==> src/sv/nec_ir_pulse_decoder_defines.svh <==
// assertion macros for the decoder modules, used by nip_frame
// no dependencies; included by the files that carry assertions
`ifndef NEC_IR_PULSE_DECODER_DEFINES_SVH
`define NEC_IR_PULSE_DECODER_DEFINES_SVH

// same-cycle implication, checked outside reset
`define NIP_ASSERT_NOW(label, clk, rst, ante, cons) \
  label: assert property (@(posedge clk) disable iff (rst) (ante) |-> (cons)) \
    else $error("decoder assertion failed");

// next-cycle implication, checked outside reset
`define NIP_ASSERT_NEXT(label, clk, rst, ante, cons) \
  label: assert property (@(posedge clk) disable iff (rst) (ante) |=> (cons)) \
    else $error("decoder assertion failed");

`endif

==> src/sv/nip_pkg.sv <==
// shared types and constants of the ir pulse decoder
// no dependencies; used by nip_classify, nip_frame and the top level
package nip_pkg;

  typedef enum logic [2:0] {
    ST_OK         = 3'd0,
    ST_TOO_SHORT  = 3'd1,
    ST_BAD_HEADER = 3'd2,
    ST_ADDR_MARK  = 3'd3,
    ST_ADDR_SPACE = 3'd4,
    ST_CMD_MARK   = 3'd5,
    ST_CMD_SPACE  = 3'd6
  } status_t;

  typedef enum logic [3:0] {
    REG_HDR_MARK_MIN  = 4'd0,
    REG_HDR_MARK_MAX  = 4'd1,
    REG_HDR_SPACE_MIN = 4'd2,
    REG_HDR_SPACE_MAX = 4'd3,
    REG_SHORT_MIN     = 4'd4,
    REG_SHORT_MAX     = 4'd5,
    REG_LONG_MIN      = 4'd6,
    REG_LONG_MAX      = 4'd7
  } reg_index_t;

  localparam int unsigned TICK_W = 15;
  localparam int unsigned US_W   = 16;
  localparam int unsigned WORD_W = 16;
  localparam int unsigned POS_W  = 6;

  localparam logic [POS_W-1:0] POS_HEADER    = 6'd0;
  localparam logic [POS_W-1:0] POS_LAST_ADDR = 6'd16;
  localparam logic [POS_W-1:0] POS_END_ITEM  = 6'd33;
  localparam logic [POS_W-1:0] POS_WAIT      = 6'd34;

  localparam logic [US_W-1:0] RST_HDR_MARK_MIN  = 16'd8800;
  localparam logic [US_W-1:0] RST_HDR_MARK_MAX  = 16'd9200;
  localparam logic [US_W-1:0] RST_HDR_SPACE_MIN = 16'd4300;
  localparam logic [US_W-1:0] RST_HDR_SPACE_MAX = 16'd4700;
  localparam logic [US_W-1:0] RST_SHORT_MIN     = 16'd460;
  localparam logic [US_W-1:0] RST_SHORT_MAX     = 16'd660;
  localparam logic [US_W-1:0] RST_LONG_MIN      = 16'd1590;
  localparam logic [US_W-1:0] RST_LONG_MAX      = 16'd1790;

  typedef struct packed {
    logic [US_W-1:0] hdr_mark_min;
    logic [US_W-1:0] hdr_mark_max;
    logic [US_W-1:0] hdr_space_min;
    logic [US_W-1:0] hdr_space_max;
    logic [US_W-1:0] short_min;
    logic [US_W-1:0] short_max;
    logic [US_W-1:0] long_min;
    logic [US_W-1:0] long_max;
  } limits_t;

  typedef struct packed {
    logic header_ok;
    logic mark_ok;
    logic space_ok;
    logic bit_val;
  } class_t;

endpackage

==> src/sv/nip_classify.sv <==
// converts a pulse pair to microseconds and checks it against the windows
// depends on nip_pkg
module nip_classify (
  input  nip_pkg::limits_t              limits,
  input  logic [nip_pkg::TICK_W-1:0]    mark_ticks,
  input  logic [nip_pkg::TICK_W-1:0]    space_ticks,
  output nip_pkg::class_t               cls
);

  logic [nip_pkg::TICK_W+2:0] mark_x5;
  logic [nip_pkg::TICK_W+2:0] space_x5;
  logic [nip_pkg::US_W-1:0]   mark_us;
  logic [nip_pkg::US_W-1:0]   space_us;
  logic                       zero_ok;
  logic                       one_ok;

  // ticks * 5 / 4
  assign mark_x5  = {3'b000, mark_ticks} + {1'b0, mark_ticks, 2'b00};
  assign space_x5 = {3'b000, space_ticks} + {1'b0, space_ticks, 2'b00};
  assign mark_us  = mark_x5[nip_pkg::TICK_W+2:2];
  assign space_us = space_x5[nip_pkg::TICK_W+2:2];

  assign zero_ok = (space_us > limits.short_min) && (space_us < limits.short_max);
  assign one_ok  = (space_us > limits.long_min) && (space_us < limits.long_max);

  always_comb begin
    cls.header_ok = (mark_us >= limits.hdr_mark_min) && (mark_us <= limits.hdr_mark_max)
                 && (space_us >= limits.hdr_space_min)
                 && (space_us <= limits.hdr_space_max);
    cls.mark_ok   = (mark_us >= limits.short_min) && (mark_us <= limits.short_max);
    cls.space_ok  = zero_ok || one_ok;
    cls.bit_val   = !zero_ok;
  end

endmodule

==> src/sv/nip_frame.sv <==
// frame sequencer: position, bit shift registers, error hold and result register
// depends on nip_pkg and nec_ir_pulse_decoder_defines.svh
`include "nec_ir_pulse_decoder_defines.svh"

module nip_frame (
  input  logic                          clk,
  input  logic                          rst,
  input  logic                          step,
  input  nip_pkg::class_t               cls,
  input  logic                          buffer_end,
  input  logic                          out_ready,
  output logic                          out_free,
  output logic                          out_valid,
  output nip_pkg::status_t              out_status,
  output logic [nip_pkg::WORD_W-1:0]    out_address,
  output logic [nip_pkg::WORD_W-1:0]    out_command
);

  logic [nip_pkg::POS_W-1:0]  pos, pos_next;
  logic [nip_pkg::WORD_W-1:0] addr_shift, addr_shift_next;
  logic [nip_pkg::WORD_W-1:0] cmd_shift, cmd_shift_next;
  nip_pkg::status_t           pending, pending_next;
  logic                       skip, skip_next;
  logic                       emit;
  nip_pkg::status_t           emit_status;
  logic [nip_pkg::WORD_W-1:0] emit_address;
  logic [nip_pkg::WORD_W-1:0] emit_command;
  logic                       is_addr;

  assign out_free = !out_valid || out_ready;
  assign is_addr  = (pos <= nip_pkg::POS_LAST_ADDR);

  always_comb begin
    pos_next        = pos;
    addr_shift_next = addr_shift;
    cmd_shift_next  = cmd_shift;
    pending_next    = pending;
    skip_next       = skip;
    emit            = 1'b0;
    emit_status     = nip_pkg::ST_OK;
    emit_address    = '0;
    emit_command    = '0;
    if (step) begin
      if (pos >= nip_pkg::POS_WAIT) begin
        if (buffer_end) begin
          pos_next  = nip_pkg::POS_HEADER;
          pending_next = nip_pkg::ST_OK;
          skip_next = 1'b0;
          addr_shift_next = '0;
          cmd_shift_next  = '0;
        end
      end else if (pos < nip_pkg::POS_END_ITEM) begin
        if (!skip) begin
          if (pos == nip_pkg::POS_HEADER) begin
            if (!cls.header_ok) begin
              pending_next = nip_pkg::ST_BAD_HEADER;
              skip_next    = 1'b1;
            end
          end else if (!cls.mark_ok) begin
            pending_next = is_addr ? nip_pkg::ST_ADDR_MARK : nip_pkg::ST_CMD_MARK;
            skip_next    = 1'b1;
          end else if (!cls.space_ok) begin
            pending_next = is_addr ? nip_pkg::ST_ADDR_SPACE : nip_pkg::ST_CMD_SPACE;
            skip_next    = 1'b1;
          end else if (is_addr) begin
            addr_shift_next = {cls.bit_val, addr_shift[nip_pkg::WORD_W-1:1]};
          end else begin
            cmd_shift_next = {cls.bit_val, cmd_shift[nip_pkg::WORD_W-1:1]};
          end
        end
        pos_next = pos + nip_pkg::POS_W'(1);
        if (buffer_end) begin
          emit            = 1'b1;
          emit_status     = nip_pkg::ST_TOO_SHORT;
          pos_next        = nip_pkg::POS_HEADER;
          pending_next    = nip_pkg::ST_OK;
          skip_next       = 1'b0;
          addr_shift_next = '0;
          cmd_shift_next  = '0;
        end
      end else begin
        // end item: verdict
        emit = 1'b1;
        if (skip) begin
          emit_status = pending;
          if (buffer_end) begin
            pos_next     = nip_pkg::POS_HEADER;
            pending_next = nip_pkg::ST_OK;
            skip_next    = 1'b0;
            addr_shift_next = '0;
            cmd_shift_next  = '0;
          end else begin
            pos_next = nip_pkg::POS_WAIT;
          end
        end else begin
          emit_status     = nip_pkg::ST_OK;
          emit_address    = addr_shift;
          emit_command    = cmd_shift;
          pos_next        = nip_pkg::POS_HEADER;
          addr_shift_next = '0;
          cmd_shift_next  = '0;
        end
      end
    end
  end

  always_ff @(posedge clk) begin
    if (rst) begin
      pos        <= nip_pkg::POS_HEADER;
      addr_shift <= '0;
      cmd_shift  <= '0;
      pending    <= nip_pkg::ST_OK;
      skip       <= 1'b0;
    end else begin
      pos        <= pos_next;
      addr_shift <= addr_shift_next;
      cmd_shift  <= cmd_shift_next;
      pending    <= pending_next;
      skip       <= skip_next;
    end
  end

  always_ff @(posedge clk) begin
    if (rst) begin
      out_valid <= 1'b0;
    end else if (emit) begin
      out_valid <= 1'b1;
    end else if (out_ready) begin
      out_valid <= 1'b0;
    end
  end

  always_ff @(posedge clk) begin
    if (emit) begin
      out_status  <= emit_status;
      out_address <= emit_address;
      out_command <= emit_command;
    end
  end

  `NIP_ASSERT_NOW(a_pos_range, clk, rst, 1'b1, pos <= nip_pkg::POS_WAIT)
  `NIP_ASSERT_NOW(a_wait_after_error, clk, rst, pos == nip_pkg::POS_WAIT, skip)
  `NIP_ASSERT_NOW(a_skip_has_error, clk, rst, skip, pending != nip_pkg::ST_OK)
  `NIP_ASSERT_NOW(a_error_fields_zero, clk, rst,
    out_valid && out_status != nip_pkg::ST_OK, out_address == '0 && out_command == '0)
  `NIP_ASSERT_NEXT(a_verdict_emits, clk, rst,
    step && pos == nip_pkg::POS_END_ITEM, out_valid)

endmodule

==> src/sv/nec_ir_pulse_decoder.sv <==
// Decoder for infrared remote frames in the NEC format. Each transfer on the
// input carries one captured mark/space pair in 1.25 us ticks and tlast on
// the last pair of a receive buffer; a frame is a header pair, 32 bit pairs
// and an end pair, and the verdict (status, address, command) leaves as one
// output transfer when the end pair arrives, or as "too short" when the
// buffer ends first. One pair is taken every clock cycle; a pair is held in
// an input register, and its result passes from there through one level of
// compare logic into the result register. The input side stalls while a pair
// sits in the input register and a result waits unaccepted in the result
// register.
// depends on nip_pkg, nip_classify and nip_frame
module nec_ir_pulse_decoder (
  input  logic        clk,
  input  logic        rst,
  input  logic        s_tvalid,
  output logic        s_tready,
  input  logic [31:0] s_tdata,   // mark_ticks[14:0], space_ticks[29:15], zero pad
  input  logic        s_tlast,   // buffer_end
  output logic        m_tvalid,
  input  logic        m_tready,
  output logic [39:0] m_tdata,   // status[2:0], address[18:3], command[34:19], zero pad
  input  logic        cfg_we,
  input  logic [3:0]  cfg_index,
  input  logic [15:0] cfg_data
);

  nip_pkg::limits_t               limits;
  logic                           in_valid;
  logic [nip_pkg::TICK_W-1:0]     in_mark;
  logic [nip_pkg::TICK_W-1:0]     in_space;
  logic                           in_end;
  logic                           advance;
  logic                           out_free;
  nip_pkg::class_t                cls;
  nip_pkg::status_t               out_status;
  logic [nip_pkg::WORD_W-1:0]     out_address;
  logic [nip_pkg::WORD_W-1:0]     out_command;

  always_ff @(posedge clk) begin
    if (rst) begin
      limits.hdr_mark_min  <= nip_pkg::RST_HDR_MARK_MIN;
      limits.hdr_mark_max  <= nip_pkg::RST_HDR_MARK_MAX;
      limits.hdr_space_min <= nip_pkg::RST_HDR_SPACE_MIN;
      limits.hdr_space_max <= nip_pkg::RST_HDR_SPACE_MAX;
      limits.short_min     <= nip_pkg::RST_SHORT_MIN;
      limits.short_max     <= nip_pkg::RST_SHORT_MAX;
      limits.long_min      <= nip_pkg::RST_LONG_MIN;
      limits.long_max      <= nip_pkg::RST_LONG_MAX;
    end else if (cfg_we) begin
      case (cfg_index)
        nip_pkg::REG_HDR_MARK_MIN:  limits.hdr_mark_min  <= cfg_data;
        nip_pkg::REG_HDR_MARK_MAX:  limits.hdr_mark_max  <= cfg_data;
        nip_pkg::REG_HDR_SPACE_MIN: limits.hdr_space_min <= cfg_data;
        nip_pkg::REG_HDR_SPACE_MAX: limits.hdr_space_max <= cfg_data;
        nip_pkg::REG_SHORT_MIN:     limits.short_min     <= cfg_data;
        nip_pkg::REG_SHORT_MAX:     limits.short_max     <= cfg_data;
        nip_pkg::REG_LONG_MIN:      limits.long_min      <= cfg_data;
        nip_pkg::REG_LONG_MAX:      limits.long_max      <= cfg_data;
        default: ;
      endcase
    end
  end

  assign advance  = in_valid && out_free;
  assign s_tready = !in_valid || advance;

  always_ff @(posedge clk) begin
    if (rst) begin
      in_valid <= 1'b0;
    end else if (s_tvalid && s_tready) begin
      in_valid <= 1'b1;
    end else if (advance) begin
      in_valid <= 1'b0;
    end
  end

  always_ff @(posedge clk) begin
    if (s_tvalid && s_tready) begin
      in_mark  <= s_tdata[14:0];
      in_space <= s_tdata[29:15];
      in_end   <= s_tlast;
    end
  end

  nip_classify u_classify (
    .limits      (limits),
    .mark_ticks  (in_mark),
    .space_ticks (in_space),
    .cls         (cls)
  );

  nip_frame u_frame (
    .clk         (clk),
    .rst         (rst),
    .step        (advance),
    .cls         (cls),
    .buffer_end  (in_end),
    .out_ready   (m_tready),
    .out_free    (out_free),
    .out_valid   (m_tvalid),
    .out_status  (out_status),
    .out_address (out_address),
    .out_command (out_command)
  );

  assign m_tdata = {5'b00000, out_command, out_address, out_status};

endmodule
==> config.mk <==
export PLATFORM = sky130hd
export DESIGN_NAME = nec_ir_pulse_decoder
export DESIGN_NICKNAME = d
export VERILOG_FILES = /design/src/sv/nip_pkg.sv /design/src/sv/nip_classify.sv /design/src/sv/nip_frame.sv /design/src/sv/nec_ir_pulse_decoder.sv
export VERILOG_INCLUDE_DIRS = /design/src /design/src/sv
export SDC_FILE = /design/constraint.sdc
export NUM_CORES = 1
export LEC_CHECK = 0
export BUFFER_PORTS_ARGS = -buffer_cell sky130_fd_sc_hd__buf_2
export CAP_MARGIN = 10
export CELL_PAD_IN_SITES_DETAIL_PLACEMENT = 2
export CELL_PAD_IN_SITES_GLOBAL_PLACEMENT = 2
export CORE_UTILIZATION = 30
export CTS_CLUSTER_SIZE = 28
export DETAILED_ROUTE_END_ITERATION = 8
export GPL_ROUTABILITY_DRIVEN = 0
export PLACE_DENSITY_LB_ADDON = 0.05
export SYNTH_ARGS = -nofsm -noshare
export SYNTH_HDL_FRONTEND = slang
export SYNTH_SLANG_ARGS = --single-unit
==> constraint.sdc <==
create_clock -name clk -period 4.16 [get_ports clk]
set_input_delay 0.624 -clock clk [delete_from_list [all_inputs] [get_ports clk]]
set_output_delay 0.624 -clock clk [all_outputs]
set_load 0.02 [all_outputs]
==> results_dict.tcl, run 1 <==
set metrics [dict create \
    critPathArrivalTime_ps 5550 \
    worstSetupPathType "reg2reg" \
    max_freq_mhz 199 \
    finClkSkew_ps 11.0 \
    startpoint_type "flop" \
    first_pass_iters 4 \
    finalSetupViolations 36 \
    core_sq_um 44400 \
    std_cell_rows 77 \
    leakagePower_nw 7.52 \
    syn_inst 1493 \
    via_per_inst 4.92 \
    synth-edff-count 66 \
    cts_tree "done" \
    nNetsFinal 1960 \
    antenna_found_initial 0 \
    start_util 0.305 \
    drt_iter0_markers 306 \
    slew_headroom 0.315 \
    grt_usage 0.192 \
    fin_crit_ps 5040 \
    drc 0 \
    max-cap-violations 0 \
    post_drt_wl_per_cell_um 19.0 \
    p_per_area_nw_per_um2 396 \
    yosysTopAreaCell "dfxtp_1" \
    yosys_warnings 0 \
    ios 100 \
    cp-end-kind "flop" \
    cts-buffers-inserted 31 \
    fin_hold_ws_ps 221 \
    final.fill_count 4879 \
    regToRegSetupSlack_ps -880 \
    cts_buffer_depth 3 \
    total_power_mw 6.86 \
    tightestPinTransition_ps 1030 \
    clk_pin_slew_ps 60 \
    synthFlopType "dfxtp_1" \
    synth_area_leaders "dfxtp_1 (25%), ha_1 (17%), edfxtp_1 (15%)" \
    final_hold_viol_count 0 \
    dieArea_sq_um 46100 \
    clockRootBuffer "clkbuf_16" \
    critPathMaxFanout 8 \
    timing.rr.start "in_space[2]$_DFFE_PP_" \
    required_ps 4670 \
    area.sequential_sq_um 5430 \
    worst_slack_ps -876 \
    grt_pass1_vias 12500 \
    drt_wl_total_mm 44.3 \
    seq_area_frac_synth 0.400 \
    ys_types 72 \
    final_layout_size_suffix_gt1_frac 0.230 \
    syn_area_sq_um 13600 \
    violations "negative setup slack" \
    ys_seq_elements 238 \
    die_x_um 215 \
    dpl.hpwl_mm 33.0 \
    finalNonFillerCells 2328 \
    synthToLayoutAreaGrowth_pct 27.8 \
    drv_slew 0 \
    diodes 0 \
    syn_avg_cell_area_sq_um 9.09 \
    min-delay-start "s_tdata[22]" \
    period_share 1.21 \
    yosysTopAreaCellShare 0.254 \
    die_h_um 215 \
    htreeDepth 1 \
    gr-total-overflow 0 \
    post-route-util 0.390 \
    async_flop_share 0 \
    antenna_left 0 \
    peakVddDrop_uv 210 \
    outcome "finished, violations left" \
    grt_pass1_wl_mm 70.0 \
    clk_latency_ps 570 \
    vias 11500 \
    portBuffers 92 \
    multi_input_area_sq_um 7820 \
    grt_max_degree 80 \
    dp_cells 2241 \
    rsz0062_at_grt "yes" \
    clkSinkCount 238 \
    setup.worst_path.start "in_space[2]$_DFFE_PP_" \
    hp-class "in2reg" \
]
==> routing by layer <==
layer | GRT usage | wire [um] | vias to the layer above
met4 | 0.0379 | 762 | 0
met1 | 0.249 | 20600 | 5637
met3 | 0.0240 | 998 | 49
li1 | - | - | 5659
met5 | 0 | 0 | -
met2 | 0.339 | 21900 | 116
==> cells by family after synthesis <==
logic type,count (synthesis),share of synthesized area
simple gates,461,0.162
buf+inv,222,0.0682
flops,238,0.400
compound gates,348,0.171
mux,7,0.00517
xor+xnor,25,0.0161
fa+ha+maj,191,0.177
other cells,1,0.000276
==> cell type report <==
cell class	instances	share of cell area
Tap cell	592	0.0427
Clock buffer	44	0.0516
Multi-Input combinational cell	1038	0.451
Inverter	149	0.0323
Timing Repair Buffer	253	0.101
Clock inverter	14	0.00794
Sequential cell	238	0.313
==> layout by cell type (no fill, tap or decap), types with 27 or more instances in the layout <==
| cell type | n |
|---|---|
| buf_4 | 154 |
| nor2_1 | 68 |
| buf_2 | 91 |
| a211o_1 | 37 |
| a21oi_1 | 141 |
| nand2_1 | 219 |
| and2_1 | 39 |
| inv_1 | 148 |
| dfxtp_1 | 172 |
| a22o_1 | 27 |
| ha_1 | 183 |
| clkbuf_16 | 32 |
| edfxtp_1 | 66 |
==> worst max-delay path: stages, from the launching register on <==
cell and delay, ps:
edfxtp_1 360, ha_2 200, inv_2 40, fa_2 340
nor2b_2 130, o21a_1 170, o21ai_2 80, a21oi_2 170
o2111ai_2 160, a31oi_2 240, a21o_1 150, nand2_2 90
xnor2_4 200, buf_6 140, ha_4 260, nand4_1 190
buf_4 220, a2111oi_4 240, or3b_4 220, nand3_4 90
a211oi_4 360, buf_6 170, buf_4 120, nand3_4 90
a21oi_4 230, clkbuf_16 190, a22o_1 120
==> through the flow <==
stage / setup TNS, ps / area (sq um) / setup slack [ps]
global route: -39100 / 17300 / -1140
CTS: -27480 / 17000 / -791
global placement: -29090 / 15500 / -1350
finish: -29550 / 17300 / -876
floorplan: -4820 / 13700 / -197
detailed placement: -35190 / 15500 / -1450
==> flip-flops by register name, summed over array words and instances, names as in the netlist <==
signal and flops:
u_frame.cmd_shift 16, in_valid 1, in_mark 15, u_frame.out_command 16, u_frame.skip 1, in_space 15, limits 128, u_frame.out_status 3
in_end 1, u_frame.out_address 16, u_frame.pending 3, u_frame.pos 6, u_frame.out_valid 1, u_frame.addr_shift 16
==> final timing paths <==
| path | to | cells past startpoint |
|---|---|---|
| worst max-delay path | u_frame.cmd_shift[11]$_SDFFE_PP0P_ | 26 |
| worst min register to register | limits[81]$_SDFFE_PP0P_ | 2 |
| worst min-delay path | in_space[7]$_DFFE_PP_ | 1 |
| worst max register to register | u_frame.cmd_shift[11]$_SDFFE_PP0P_ | 26 |
==> Yosys cell counts (4+ instances only) <==
cell type / instances
a2111oi_0: 4
a211o_1: 37
a211oi_1: 8
a21boi_0: 4
a21o_1: 18
a21oi_1: 150
a221oi_1: 6
a22o_1: 27
a22o_2: 6
a31oi_1: 7
and2_1: 41
and3_1: 13
buf_4: 14
clkbuf_1: 45
clkbuf_2: 8
dfxtp_1: 172
edfxtp_1: 66
ha_1: 189
inv_1: 149
mux2i_1: 7
nand2_1: 220
nand2b_1: 8
nand3_1: 17
nand3b_1: 18
nand4_1: 24
nor2_1: 69
nor2b_1: 7
nor3_1: 12
nor3b_1: 4
o2111ai_1: 5
o211ai_1: 9
o21a_1: 5
o21ai_0: 32
o21bai_1: 4
o31ai_1: 6
o41ai_1: 4
or3_1: 5
xnor2_1: 16
xor2_1: 9
==> power breakdown <==
group | internal [mW] | switching (mW) | leakage (nW)
combinational | 0.777 | 0.926 | 4.93
sequential | 2.42 | 0.0281 | 2.09
clock | 1.62 | 1.09 | 0.502
total | 4.82 | 2.04 | 7.52
==> timing repair <==
item | 4_1_cts | 5_1_grt
setup endpoints to repair | 36 | 36
pin swaps | 47 | 49
resized for setup | 51 | 38
cloned | 2 | 1
hold endpoints to repair | 0 | 0
setup buffers | 13 | 15
hold buffers | 0 | 0
Power figures use the tool's default switching activity.
==> run 2, diff against run 1 <==
--- a/config.mk
+++ b/config.mk
@@ -7,4 +7,5 @@
 export NUM_CORES = 1
 export LEC_CHECK = 0
+export ABC_AREA = 1
 export BUFFER_PORTS_ARGS = -buffer_cell sky130_fd_sc_hd__buf_2
 export CAP_MARGIN = 10
==> constraint.sdc (replaced) <==
create_clock -name clk -period 4.16 [get_ports clk]
set_input_delay 0.416 -clock clk [delete_from_list [all_inputs] [get_ports clk]]
set_output_delay 0.416 -clock clk [all_outputs]
set_load 0.02 [all_outputs]
==> run 2 against run 1 <==
Effect of this change:
- the flow now finishes without violations
- clock-buffer cell count up 5
- sequential share of layout area hardly changed
- core utilization shrank 1.1 points
- routed wire length rose by 4.7%
- maximum frequency increased by 27%
- register-to-register slack improved by 1100 ps
- via count increased by 10%
- largest power group unchanged
==> results_dict.tcl, run 2 <==
set metrics [dict create \
    largest_reg_flops 128 \
    p_per_area_nw_per_um2 393 \
    die_x_um 219 \
    synth_area_leaders "dfxtp_1 (24%), ha_1 (17%), edfxtp_1 (14%)" \
    start_util 0.307 \
    grt_pass1_wl_mm 72.4 \
    syn_area_sq_um 14100 \
    gr-total-overflow 0 \
    period_share 0.956 \
    synthFlopType "dfxtp_1" \
    drv_slew 0 \
    switching_power_mw 2.14 \
    final_common_cell "nand2_1" \
    async_flop_share 0 \
    post_drt_wl_per_cell_um 18.1 \
    rsz0062_at_grt "yes" \
    cp-end-kind "flop" \
    peakVddDrop_uv 341 \
    clockRootBuffer "clkbuf_16" \
    hp-class "in2reg" \
    ys_types 52 \
    outcome "complete, no violations" \
    yosysMostFrequentCell "nand2_1" \
    tightestPinTransition_ps 1040 \
    syn_avg_cell_area_sq_um 7.95 \
    diodes 0 \
    vias 12600 \
    nNetsFinal 2195 \
    clk_latency_ps 590 \
    synthToLayoutAreaGrowth_pct 23.3 \
    regMostFlops "limits" \
    yosys_warnings 0 \
    post-route-util 0.379 \
    core_sq_um 45800 \
    portBuffers 92 \
    startpoint_type "flop" \
    clk_pin_slew_ps 60 \
    layout_common_cells "nand2_1 (295), inv_1 (253), a21oi_1 (197)" \
    seqPwrFrac 0.364 \
    pwr-share-clk 0.385 \
    netlist_top_cells_count "nand2_1 (301), inv_1 (254), a21oi_1 (212)" \
    drc 0 \
    htreeDepth 1 \
    first_pass_iters 6 \
    via_per_inst 4.92 \
    finalSetupTns_ps 0 \
    cts_buffer_depth 3 \
    synth-edff-count 66 \
    ys_seq_elements 238 \
    max_freq_mhz 251 \
    p_sw_frac 0.313 \
    grt_pass1_vias 13500 \
    finClkSkew_ps 27.1 \
    grt_max_degree 39 \
    drt_wl_total_mm 46.4 \
    worstSetupPathType "reg2reg" \
    ios 100 \
    syn_inst 1769 \
    yosysTopAreaCell "dfxtp_1" \
    combinationalPowerShare 0.251 \
    cts_tree "done" \
    std_cell_rows 78 \
    antenna_left 0 \
    final_hold_viol_count 0 \
    internal-power_mw 4.69 \
    drt_iter0_markers 336 \
    dieArea_sq_um 47800 \
    slew_headroom 0.308 \
    yosysTopAreaCellShare 0.245 \
    clkSinkCount 238 \
    die_h_um 219 \
    finalSetupViolations 0 \
    required_ps 4620 \
    final_layout_size_suffix_gt1_frac 0.151 \
    max-cap-violations 0 \
    leakagePower_nw 8.08 \
    fin_crit_ps 3980 \
    critPathArrivalTime_ps 4440 \
    grt_usage 0.193 \
    antenna_found_initial 0 \
    critPathMaxFanout 8 \
    cts-buffers-inserted 31 \
    dpl.hpwl_mm 33.8 \
    seq_area_frac_synth 0.386 \
]
## run 2: cell types whose count changed after synthesis, sizes merged, moves of 36 or more
| cell | before | now |
|---|---|---|
| inv | 149 | 259 |
| a21oi | 151 | 212 |
| o21ai | 32 | 151 |
| nand2 | 220 | 306 |
| and2 | 41 | 0 |
| a211o | 37 | 1 |
| nor2 | 70 | 182 |
## run 2: final timing paths
kind,slack [ps],from,to,depth (start not counted)
worst max register to register,180,in_mark[4]$_DFFE_PP_,u_frame.cmd_shift[5]$_SDFFE_PP0P_,23
worst max-delay path,180,in_mark[4]$_DFFE_PP_,u_frame.cmd_shift[5]$_SDFFE_PP0P_,23
worst min register to register,460,limits[111]$_SDFFE_PP0P_,limits[111]$_SDFFE_PP0P_,2
worst min-delay path,100,s_tvalid,in_valid$_SDFFE_PP0P_,3
## run 2: cell type report
cell class              count  area (sq um)
fillers                  5190         28400
multi-input cells        1214          7780
flip-flops and latches    238          5430
repair buffers            201          1420
inverters                 260           980
clock buffers              49           925
well taps                 600           751
clock inverters             8          65.1
## run 2: cells by family after synthesis
| group | share of synthesized area |
|---|---|
| simple gates | 0.160 |
| compound gates | 0.173 |
| buf+inv | 0.0929 |
| flops | 0.386 |
| fa+ha+maj | 0.171 |
| xor+xnor | 0.0168 |
| other cells | 0.000267 |
## run 2: worst max-delay path: stages (launching register included)
cell	delay (ps)
edfxtp_1	490
ha_4	340
nand2_1	90
o21ai_2	210
a21oi_2	100
o21ai_2	220
a31oi_4	130
o21ai_2	220
xor2_2	110
buf_4	150
ha_1	290
nand2_1	80
nor3_2	150
buf_4	150
nand4_1	120
nand2_1	110
nand2_2	110
inv_1	90
nand2_2	80
nand2_4	90
nand3_4	140
clkbuf_16	200
nor2_1	120
nor2_1	60
## run 2: power groups by stage
stage	sequential [mW]	clock (mW)	combinational, mW
2_1_floorplan	2.52	0	0.985
5_1_grt	2.49	2.80	1.96
3_3_place_gp	2.53	0	1.50
4_1_cts	2.48	2.74	1.63
6_report	2.49	2.63	1.71
3_5_place_dp	2.53	0	1.58
## run 2: what timing repair did
action | 4_1_cts | 5_1_grt
pin swaps | 1 | 22
cloned | 0 | 3
setup endpoints to repair | 35 | 36
setup buffers | 1 | 14
gates resized for setup | 10 | 69
endpoints found under the hold margin | 31 | 0
hold buffers | 31 | 0
## run 2: per-stage QoR
step                      setup slack, ps  cells  total power, mW  area [sq um]  hold WS, ps
final                                 182   2570             6.83         17300         98.1
after global routing                -98.9   2570             7.25         17300         96.4
after CTS                            1.49   2553             6.85         16800         58.5
after detailed placement             -141   2464             4.11         15400          456
after global placement              -12.4   2464             4.03         15400          446
after floorplan                       484   1773             3.51         14100          435
## run 2: per-layer routing
metal  up-vias  GRT usage  wire (um)
li1       6257          -          -
met1      6221      0.242      21200
met2       124      0.349      23200
met3        46     0.0191       1100
met4         0     0.0508        898
met5         -          0          0
